$ cat src/sv/wve_pkg.sv
// Package for the windowed velocity estimator.
// Holds the transaction types, widths, register codes, reset values and sequencer states.
// No dependencies.
package wve_pkg;

    localparam int WINDOW_DEF = 5;
    localparam int DATA_W     = 32;
    localparam int FALLBACK_W = 20;
    localparam int PADDR_W    = 3;
    localparam int US_W       = 20;
    localparam int MAG_W      = DATA_W + 1;
    localparam int PROD_W     = 52;

    localparam logic [US_W-1:0]       US_PER_S       = 20'd1000000;
    localparam logic [FALLBACK_W-1:0] FALLBACK_RST   = 20'd1000;
    localparam logic [DATA_W-1:0]     MAX_PERIOD_RST = 32'd500000;
    localparam logic [DATA_W-1:0]     VEL_MAX        = 32'h7FFF_FFFF;
    localparam logic [DATA_W-1:0]     VEL_MIN        = 32'h8000_0000;

    typedef enum logic [0:0] {
        REG_FALLBACK   = 1'b0,
        REG_MAX_PERIOD = 1'b1
    } t_reg_idx;

    typedef enum logic [2:0] {
        ST_IDLE,
        ST_CALC,
        ST_ABS,
        ST_MUL,
        ST_DIV,
        ST_DONE
    } t_state;

    typedef struct packed {
        logic signed [DATA_W-1:0] angle_sample;
        logic        [DATA_W-1:0] time_us;
    } t_in;

    typedef struct packed {
        logic signed [DATA_W-1:0] velocity;
        logic                     ready_res;
        logic                     used_fallback;
        logic                     saturated;
    } t_out;

    typedef struct packed {
        logic [DATA_W-1:0] newest_angle;
        logic [DATA_W-1:0] newest_time;
        logic [DATA_W-1:0] oldest_angle;
        logic [DATA_W-1:0] oldest_time;
        logic              two_held;
    } t_hist_view;

endpackage

$ cat src/sv/wve_history.sv
// Sample history of the windowed velocity estimator: a shift line of angle and time
// samples with a saturating fill count. Depends on wve_pkg.
module wve_history #(
    parameter int WINDOW = wve_pkg::WINDOW_DEF
) (
    input  logic                i_clk,
    input  logic                i_rst_n,
    input  logic                i_push,
    input  wve_pkg::t_in        i_sample,
    output wve_pkg::t_hist_view o_view
);
    import wve_pkg::*;

    localparam int FW = $clog2(WINDOW + 1);
    localparam int IW = $clog2(WINDOW);

    logic [DATA_W-1:0] r_angle [WINDOW];
    logic [DATA_W-1:0] r_time  [WINDOW];
    logic [FW-1:0]     r_fill;
    logic [FW-1:0]     oldest_full;
    logic [IW-1:0]     oldest_idx;

    always_ff @(posedge i_clk) begin
        if (i_push) begin
            r_angle[0] <= i_sample.angle_sample;
            r_time[0]  <= i_sample.time_us;
            for (int k = 1; k < WINDOW; k++) begin
                r_angle[k] <= r_angle[k-1];
                r_time[k]  <= r_time[k-1];
            end
        end
    end

    always_ff @(posedge i_clk) begin
        if (!i_rst_n) begin
            r_fill <= '0;
        end else if (i_push && (r_fill != FW'(WINDOW))) begin
            r_fill <= r_fill + 1'b1;
        end
    end

    always_comb begin
        oldest_full         = r_fill - 1'b1;
        oldest_idx          = oldest_full[IW-1:0];
        o_view.newest_angle = r_angle[0];
        o_view.newest_time  = r_time[0];
        o_view.oldest_angle = r_angle[oldest_idx];
        o_view.oldest_time  = r_time[oldest_idx];
        o_view.two_held     = (r_fill >= FW'(2));
    end

endmodule

$ cat src/sv/wve_div.sv
// Restoring divider of the windowed velocity estimator, one quotient bit per cycle.
// Depends on wve_pkg only through the default widths.
module wve_div #(
    parameter int DVD_W = wve_pkg::PROD_W,
    parameter int DVS_W = wve_pkg::DATA_W
) (
    input  logic             i_clk,
    input  logic             i_rst_n,
    input  logic             i_start,
    input  logic [DVD_W-1:0] i_dividend,
    input  logic [DVS_W-1:0] i_divisor,
    output logic             o_done,
    output logic [DVD_W-1:0] o_quotient
);
    localparam int CW = $clog2(DVD_W + 1);

    logic [DVS_W-1:0] r_rem;
    logic [DVS_W-1:0] r_dvs;
    logic [DVD_W-1:0] r_quo;
    logic [CW-1:0]    r_cnt;
    logic             r_busy;
    logic             r_done;
    logic [DVS_W:0]   trial;
    logic [DVS_W:0]   diff;
    logic             take;

    always_comb begin
        trial = {r_rem, r_quo[DVD_W-1]};
        diff  = trial - {1'b0, r_dvs};
        take  = (trial >= {1'b0, r_dvs});
    end

    always_ff @(posedge i_clk) begin
        if (i_start) begin
            r_rem <= '0;
            r_dvs <= i_divisor;
            r_quo <= i_dividend;
        end else if (r_busy) begin
            r_rem <= take ? diff[DVS_W-1:0] : trial[DVS_W-1:0];
            r_quo <= {r_quo[DVD_W-2:0], take};
        end
    end

    always_ff @(posedge i_clk) begin
        if (!i_rst_n) begin
            r_busy <= 1'b0;
            r_done <= 1'b0;
            r_cnt  <= '0;
        end else if (i_start) begin
            r_busy <= 1'b1;
            r_done <= 1'b0;
            r_cnt  <= CW'(DVD_W);
        end else if (r_busy) begin
            r_cnt <= r_cnt - 1'b1;
            if (r_cnt == CW'(1)) begin
                r_busy <= 1'b0;
                r_done <= 1'b1;
            end
        end else begin
            r_done <= 1'b0;
        end
    end

    assign o_done     = r_done;
    assign o_quotient = r_quo;

endmodule

$ cat src/sv/windowed_velocity_estimator.sv
// Top level of the windowed velocity estimator: handshake, APB registers and sequencer.
// Depends on wve_pkg, wve_history and wve_div.
//
// Each accepted sample is pushed into a window of the last WINDOW samples. The velocity is
// the angle change from the oldest to the newest held sample, times one million, divided by
// their time span in microseconds (the fallback period when the span is zero or above the
// maximum), in signed Q15.16 rad/s with saturation. An item passes the CALC, ABS, MUL, DIV
// and DONE states, waiting in DIV on the 52-step serial divider; with fewer than two samples
// held, CALC goes straight to DONE. DONE loads the result once the output register is free.
// The block takes one item at a time, and the input is ready again once the result is in the
// output register.
module windowed_velocity_estimator #(
    parameter int WINDOW = wve_pkg::WINDOW_DEF
) (
    input  logic                          i_clk,
    input  logic                          i_rst_n,
    input  logic                          i_in_valid,
    output logic                          o_in_ready,
    input  wve_pkg::t_in                  i_in_data,
    output logic                          o_out_valid,
    input  logic                          i_out_ready,
    output wve_pkg::t_out                 o_out_data,
    input  logic                          psel,
    input  logic                          penable,
    input  logic                          pwrite,
    input  logic [wve_pkg::PADDR_W-1:0]   paddr,
    input  logic [wve_pkg::DATA_W-1:0]    pwdata,
    output logic [wve_pkg::DATA_W-1:0]    prdata,
    output logic                          pready
);
    import wve_pkg::*;

    t_state            r_state;
    t_state            n_state;
    logic [FALLBACK_W-1:0] r_fallback_period;
    logic [DATA_W-1:0] r_max_period;
    t_reg_idx          reg_idx;

    t_hist_view        view;
    logic              push;

    logic [DATA_W-1:0] span;
    logic              use_fb;
    logic [DATA_W-1:0] period;
    logic [MAG_W-1:0]  diff;

    logic [MAG_W-1:0]  r_diff;
    logic [MAG_W-1:0]  r_mag;
    logic [DATA_W-1:0] r_period;
    logic              r_neg;
    logic              r_fb;
    logic              r_ready_res;

    logic [MAG_W+US_W-1:0] product;
    logic              div_start;
    logic              div_done;
    logic [PROD_W-1:0] quotient;

    logic              out_load;
    t_out              res;
    t_out              r_out;
    logic              r_out_valid;

    assign reg_idx = t_reg_idx'(paddr[2]);
    assign pready  = 1'b1;

    always_ff @(posedge i_clk) begin
        if (!i_rst_n) begin
            r_fallback_period <= FALLBACK_RST;
            r_max_period      <= MAX_PERIOD_RST;
        end else if (psel && penable && pwrite) begin
            unique case (reg_idx)
                REG_FALLBACK:   r_fallback_period <= pwdata[FALLBACK_W-1:0];
                REG_MAX_PERIOD: r_max_period      <= pwdata;
            endcase
        end
    end

    always_comb begin
        unique case (reg_idx)
            REG_FALLBACK:   prdata = {{(DATA_W-FALLBACK_W){1'b0}}, r_fallback_period};
            REG_MAX_PERIOD: prdata = r_max_period;
        endcase
    end

    assign push = i_in_valid && o_in_ready;

    wve_history #(
        .WINDOW(WINDOW)
    ) u_history (
        .i_clk    (i_clk),
        .i_rst_n  (i_rst_n),
        .i_push   (push),
        .i_sample (i_in_data),
        .o_view   (view)
    );

    always_comb begin
        span   = view.newest_time - view.oldest_time;
        use_fb = (span == '0) || (span > r_max_period);
        period = use_fb ? {{(DATA_W-FALLBACK_W){1'b0}}, r_fallback_period} : span;
        if (period == '0) begin
            period = DATA_W'(1);
        end
        diff = {view.newest_angle[DATA_W-1], view.newest_angle}
             - {view.oldest_angle[DATA_W-1], view.oldest_angle};
    end

    always_ff @(posedge i_clk) begin
        if (r_state == ST_CALC) begin
            r_diff      <= diff;
            r_period    <= period;
            r_fb        <= use_fb;
            r_ready_res <= view.two_held;
        end
        if (r_state == ST_ABS) begin
            r_neg <= r_diff[MAG_W-1];
            r_mag <= r_diff[MAG_W-1] ? (~r_diff + 1'b1) : r_diff;
        end
    end

    assign product   = r_mag * US_PER_S;
    assign div_start = (r_state == ST_MUL);

    wve_div #(
        .DVD_W(PROD_W),
        .DVS_W(DATA_W)
    ) u_div (
        .i_clk      (i_clk),
        .i_rst_n    (i_rst_n),
        .i_start    (div_start),
        .i_dividend (product[PROD_W-1:0]),
        .i_divisor  (r_period),
        .o_done     (div_done),
        .o_quotient (quotient)
    );

    always_comb begin
        res = '0;
        if (r_ready_res) begin
            res.ready_res     = 1'b1;
            res.used_fallback = r_fb;
            if (r_neg) begin
                res.saturated = (quotient > PROD_W'(VEL_MIN));
                res.velocity  = res.saturated ? VEL_MIN : (~quotient[DATA_W-1:0] + 1'b1);
            end else begin
                res.saturated = (quotient > PROD_W'(VEL_MAX));
                res.velocity  = res.saturated ? VEL_MAX : quotient[DATA_W-1:0];
            end
        end
    end

    always_ff @(posedge i_clk) begin
        if (!i_rst_n) begin
            r_state <= ST_IDLE;
        end else begin
            r_state <= n_state;
        end
    end

    always_comb begin
        n_state    = r_state;
        o_in_ready = 1'b0;
        out_load   = 1'b0;
        unique case (r_state)
            ST_IDLE: begin
                o_in_ready = i_rst_n;
                if (i_in_valid) begin
                    n_state = ST_CALC;
                end
            end
            ST_CALC: begin
                n_state = view.two_held ? ST_ABS : ST_DONE;
            end
            ST_ABS: begin
                n_state = ST_MUL;
            end
            ST_MUL: begin
                n_state = ST_DIV;
            end
            ST_DIV: begin
                if (div_done) begin
                    n_state = ST_DONE;
                end
            end
            ST_DONE: begin
                if (!r_out_valid || i_out_ready) begin
                    out_load = 1'b1;
                    n_state  = ST_IDLE;
                end
            end
            default: begin
                n_state = ST_IDLE;
            end
        endcase
    end

    always_ff @(posedge i_clk) begin
        if (!i_rst_n) begin
            r_out_valid <= 1'b0;
        end else if (out_load) begin
            r_out_valid <= 1'b1;
        end else if (i_out_ready) begin
            r_out_valid <= 1'b0;
        end
    end

    always_ff @(posedge i_clk) begin
        if (out_load) begin
            r_out <= res;
        end
    end

    assign o_out_valid = r_out_valid;
    assign o_out_data  = r_out;

endmodule

$ cat config.mk
export PLATFORM = sky130hd
export DESIGN_NAME = windowed_velocity_estimator
export DESIGN_NICKNAME = d
export VERILOG_FILES = /design/src/sv/wve_pkg.sv /design/src/sv/wve_history.sv /design/src/sv/wve_div.sv /design/src/sv/windowed_velocity_estimator.sv
export SDC_FILE = /design/constraint.sdc
export NUM_CORES = 2
export LEC_CHECK = 0
export CAP_MARGIN = 20
export CORE_ASPECT_RATIO = 0.8
export CORE_MARGIN = 10
export CORE_UTILIZATION = 50
export DETAILED_ROUTE_END_ITERATION = 10
export DONT_BUFFER_PORTS = 1
export HOLD_SLACK_MARGIN = 0.12
export SYNTH_ARGS = -nofsm -noshare
export SYNTH_HDL_FRONTEND = slang
export SYNTH_SLANG_ARGS = --single-unit
export TNS_END_PERCENT = 20
$ cat constraint.sdc
create_clock -name i_clk -period 11.9 [get_ports i_clk]
set_clock_uncertainty 0.1 [all_clocks]
set_input_delay 1.19 -clock i_clk [delete_from_list [all_inputs] [get_ports i_clk]]
set_output_delay 1.19 -clock i_clk [all_outputs]
set_load 0.01 [all_outputs]
==> results.cfg <==
[yosys]
syn_area_per_cell_sq_um = 11.8
synth_edf_count = 534
ys_ff_latch = 639
synth_seq_area_share = 0.475
synth.distinct_cells = 86
ys.flop_type = edfxtp_1
async_reset_ff_frac = 0
postSynthCellCount = 3244
yosys_warnings = 0
netlist_area_sq_um = 38200
synth_nets = 3778

[power]
powerDensity_nw_per_um2 = 157
irDropWorstVdd_uv = 127
p_leak_nw = 15.7

[sta]
slew_viol_final = 0
worstMarginPinSlew_ps = 1110
period_minus_slack_ps = 8120
relSlewSlack = 0.259
setup_viol = 0
min_period_over_period = 0.683
setup_ws_ps = 3780
rsz0062_at_grt = no
fin_setup_tns_ps = 0
fmax_mhz = 123
finalHoldViolations = 0

[routing]
via_count = 24600
ant_nets = 0
drc = 0
post_drt_via_cell_ratio = 5.74
drt_wl_total_um = 84300
drtPass1Iterations = 5
routedWlPerCell_um = 19.6
initialDrtViolationCount = 1963

[critical_path]
reg2reg_slack_ps = 3780
worstSetupEndpoint = r_period[11]
startpoint = u_history.r_fill[0]
arrival_ps = 8360
endpoint_kind = flip-flop
crit-reg2reg-launch = u_history.r_fill[0]
worst-setup-path-type = reg -> reg
worst-path-max-fanout = 32
crit_required_ps = 12140
start_kind = flip-flop
reg2reg_depth = 22
rr_endpoint = r_period[11]

[clocking]
clkLatencyLatePin_ps = 620
clock_path_buffers = 3
cts_buffers = 68
cts_max_level = 3
post_cts_resize_count = 0
hold_buffers = 0
post_cts_buffers = 0
cts.sinks = 639
cts-root-buf = clkbuf_16
cts_tree = done
clkTransAtPathRegs_ps = 60

[outcome]
outcome = finished, final reports clean

[floorplanning]
io_pins = 176
die_w_um = 329
die_y_um = 267
dieArea_sq_um = 87900
rows = 90
core_sq_um = 75600
start_util = 0.505

[grt]
grt_pass1_wl_um = 134000
grt_pass1_vias = 24000
grtUsageTotal = 0.190
grt-ovfl-total = 0
grt_max_degree = 171
antenna_found_initial = 1

[flow_run]
max-cap-violations = 0

[placement]
post-dp-hpwl_um = 62100
portBuffers = 0
gp_congestion = 0.880
pre_cts_ws_ps = 3730

[final_layout]
layout.nets = 3761
drive_gt1_frac = 0.0760
area_growth_pct = 8.57

[worst_hold_path]
hold_class = reg -> reg
cell usage in the layout, fill, tap and decap left out, drive strengths merged, types with 25 or more instances in the layout:
| cell type | n |
|---|---|
| a21boi | 63 |
| a21o | 57 |
| a21oi | 172 |
| clkbuf | 91 |
| clkinv | 25 |
| dfxtp | 105 |
| edfxtp | 534 |
| fa | 143 |
| ha | 285 |
| inv | 327 |
| mux2 | 40 |
| mux2i | 80 |
| mux4 | 64 |
| nand2 | 249 |
| nand3 | 77 |
| nor2 | 137 |
| nor2b | 36 |
| nor3 | 49 |
| nor4 | 26 |
| o21a | 47 |
| o21ai | 166 |
| or3 | 27 |
| xnor2 | 108 |
| xor2 | 48 |
worst max-delay path: stages, from the launching register on:
cell	delay (ps)
dfxtp_4	770
inv_1	210
ha_2	260
xnor2_2	580
buf_4	440
mux2_2	390
ha_1	210
fa_1	410
nor2b_1	170
o31a_1	260
o211ai_1	180
a21oi_1	210
or2_1	210
a2111oi_0	120
nor4_1	680
inv_1	100
ha_1	320
nand4_1	130
nor4_1	380
a221oi_1	150
a31oi_1	610
o21bai_4	510
mux2_1	420
state kept, by name (all words and copies together), names as in the netlist:
register	count
r_fallback_period	20
u_div.r_busy	1
u_div.r_cnt	6
u_div.o_done	1
u_div.r_rem	32
r_ready_res	1
o_out_valid	1
r_fb	1
u_history.r_fill	3
u_history.r_time	160
u_div.r_dvs	32
r_neg	1
r_mag	33
o_out_data	35
u_div.o_quotient	52
r_period	32
u_history.r_angle	160
r_max_period	32
r_state	3
r_diff	33
per-stage QoR:
step / area (sq um) / hold slack, ps / instances / total power [W] / utilization
floorplan: 38200 / 300 / 3244 / 0.00410 / -
global placement: 39200 / 305 / 4165 / 0.00446 / 0.519
detailed placement: 39200 / 305 / 4165 / 0.00449 / 0.519
CTS: 41400 / 318 / 4286 / 0.00657 / 0.548
global route: 41500 / 326 / 4291 / 0.00690 / 0.549
finish: 41500 / 317 / 4291 / 0.00653 / 0.549
cell families after synthesis:
group | synth area share
AO/OA/AOI/OAI | 0.116
XOR/XNOR | 0.0358
adder cells (fa/ha/maj) | 0.168
buffers and inverters | 0.0435
flip-flops | 0.475
multiplexers | 0.0705
other | 0.0000982
AND/OR/NAND/NOR | 0.0904
worst min path at each step:
stage | endpoint | start | depth (start not counted) | slack [ps]
6_report | u_div.r_dvs[22] | r_period[22] | 0 | 320
5_1_grt | u_div.r_dvs[20] | r_period[20] | 0 | 330
4_1_cts | u_div.r_dvs[22] | r_period[22] | 0 | 320
3_5_place_dp | u_div.r_dvs[22] | r_period[22] | 0 | 300
2_1_floorplan | u_div.r_dvs[0] | r_period[0] | 0 | 300
3_3_place_gp | u_div.r_dvs[20] | r_period[20] | 0 | 300
synth_stat cells (24+ instances only):
library cell / number / area, sq um
mux4_2: 64 / 1440
a21boi_0: 63 / 473
nor3_1: 47 / 235
nor2b_1: 36 / 225
mux2i_1: 80 / 801
a21o_1: 57 / 428
or3_1: 26 / 163
o31ai_1: 24 / 180
xnor2_1: 108 / 946
inv_1: 325 / 1220
nor2_1: 137 / 514
xor2_1: 48 / 420
clkbuf_1: 89 / 334
mux2_2: 27 / 304
edfxtp_1: 534 / 16000
nor4_1: 24 / 150
o21a_1: 47 / 353
dfxtp_1: 105 / 2100
a21oi_1: 172 / 861
nand3_1: 77 / 385
a31oi_1: 24 / 150
fa_1: 143 / 2860
nand2_1: 249 / 935
ha_1: 285 / 3570
o21ai_0: 165 / 826
routing by layer:
layer | up-vias | part of all wire | track usage
met5 | - | 0 | 0
met4 | 0 | 0.020 | 0.0478
met3 | 118 | 0.057 | 0.0371
met2 | 645 | 0.42 | 0.267
met1 | 12100 | 0.51 | 0.295
li1 | 11800 | - | -
final cells by class:
| cell class | instances | area [sq um] |
|---|---|---|
| fill | 6381 | 34100 |
| multi-input combinational | 2169 | 18400 |
| sequential | 639 | 18100 |
| clock buffer | 91 | 1930 |
| tap | 1012 | 1270 |
| inverter | 326 | 1220 |
| clock inverter | 30 | 228 |
| timing repair buffer | 23 | 225 |
| antenna | 1 | 2.50 |
where the power goes:
part           total (W)  switching [W]  internal, W
clock network    0.00206       0.000872      0.00119
logic            0.00167       0.000974     0.000700
registers        0.00279       0.000129      0.00267
total            0.00653        0.00197      0.00455
Note: power is estimated with default switching activity, not from simulation.
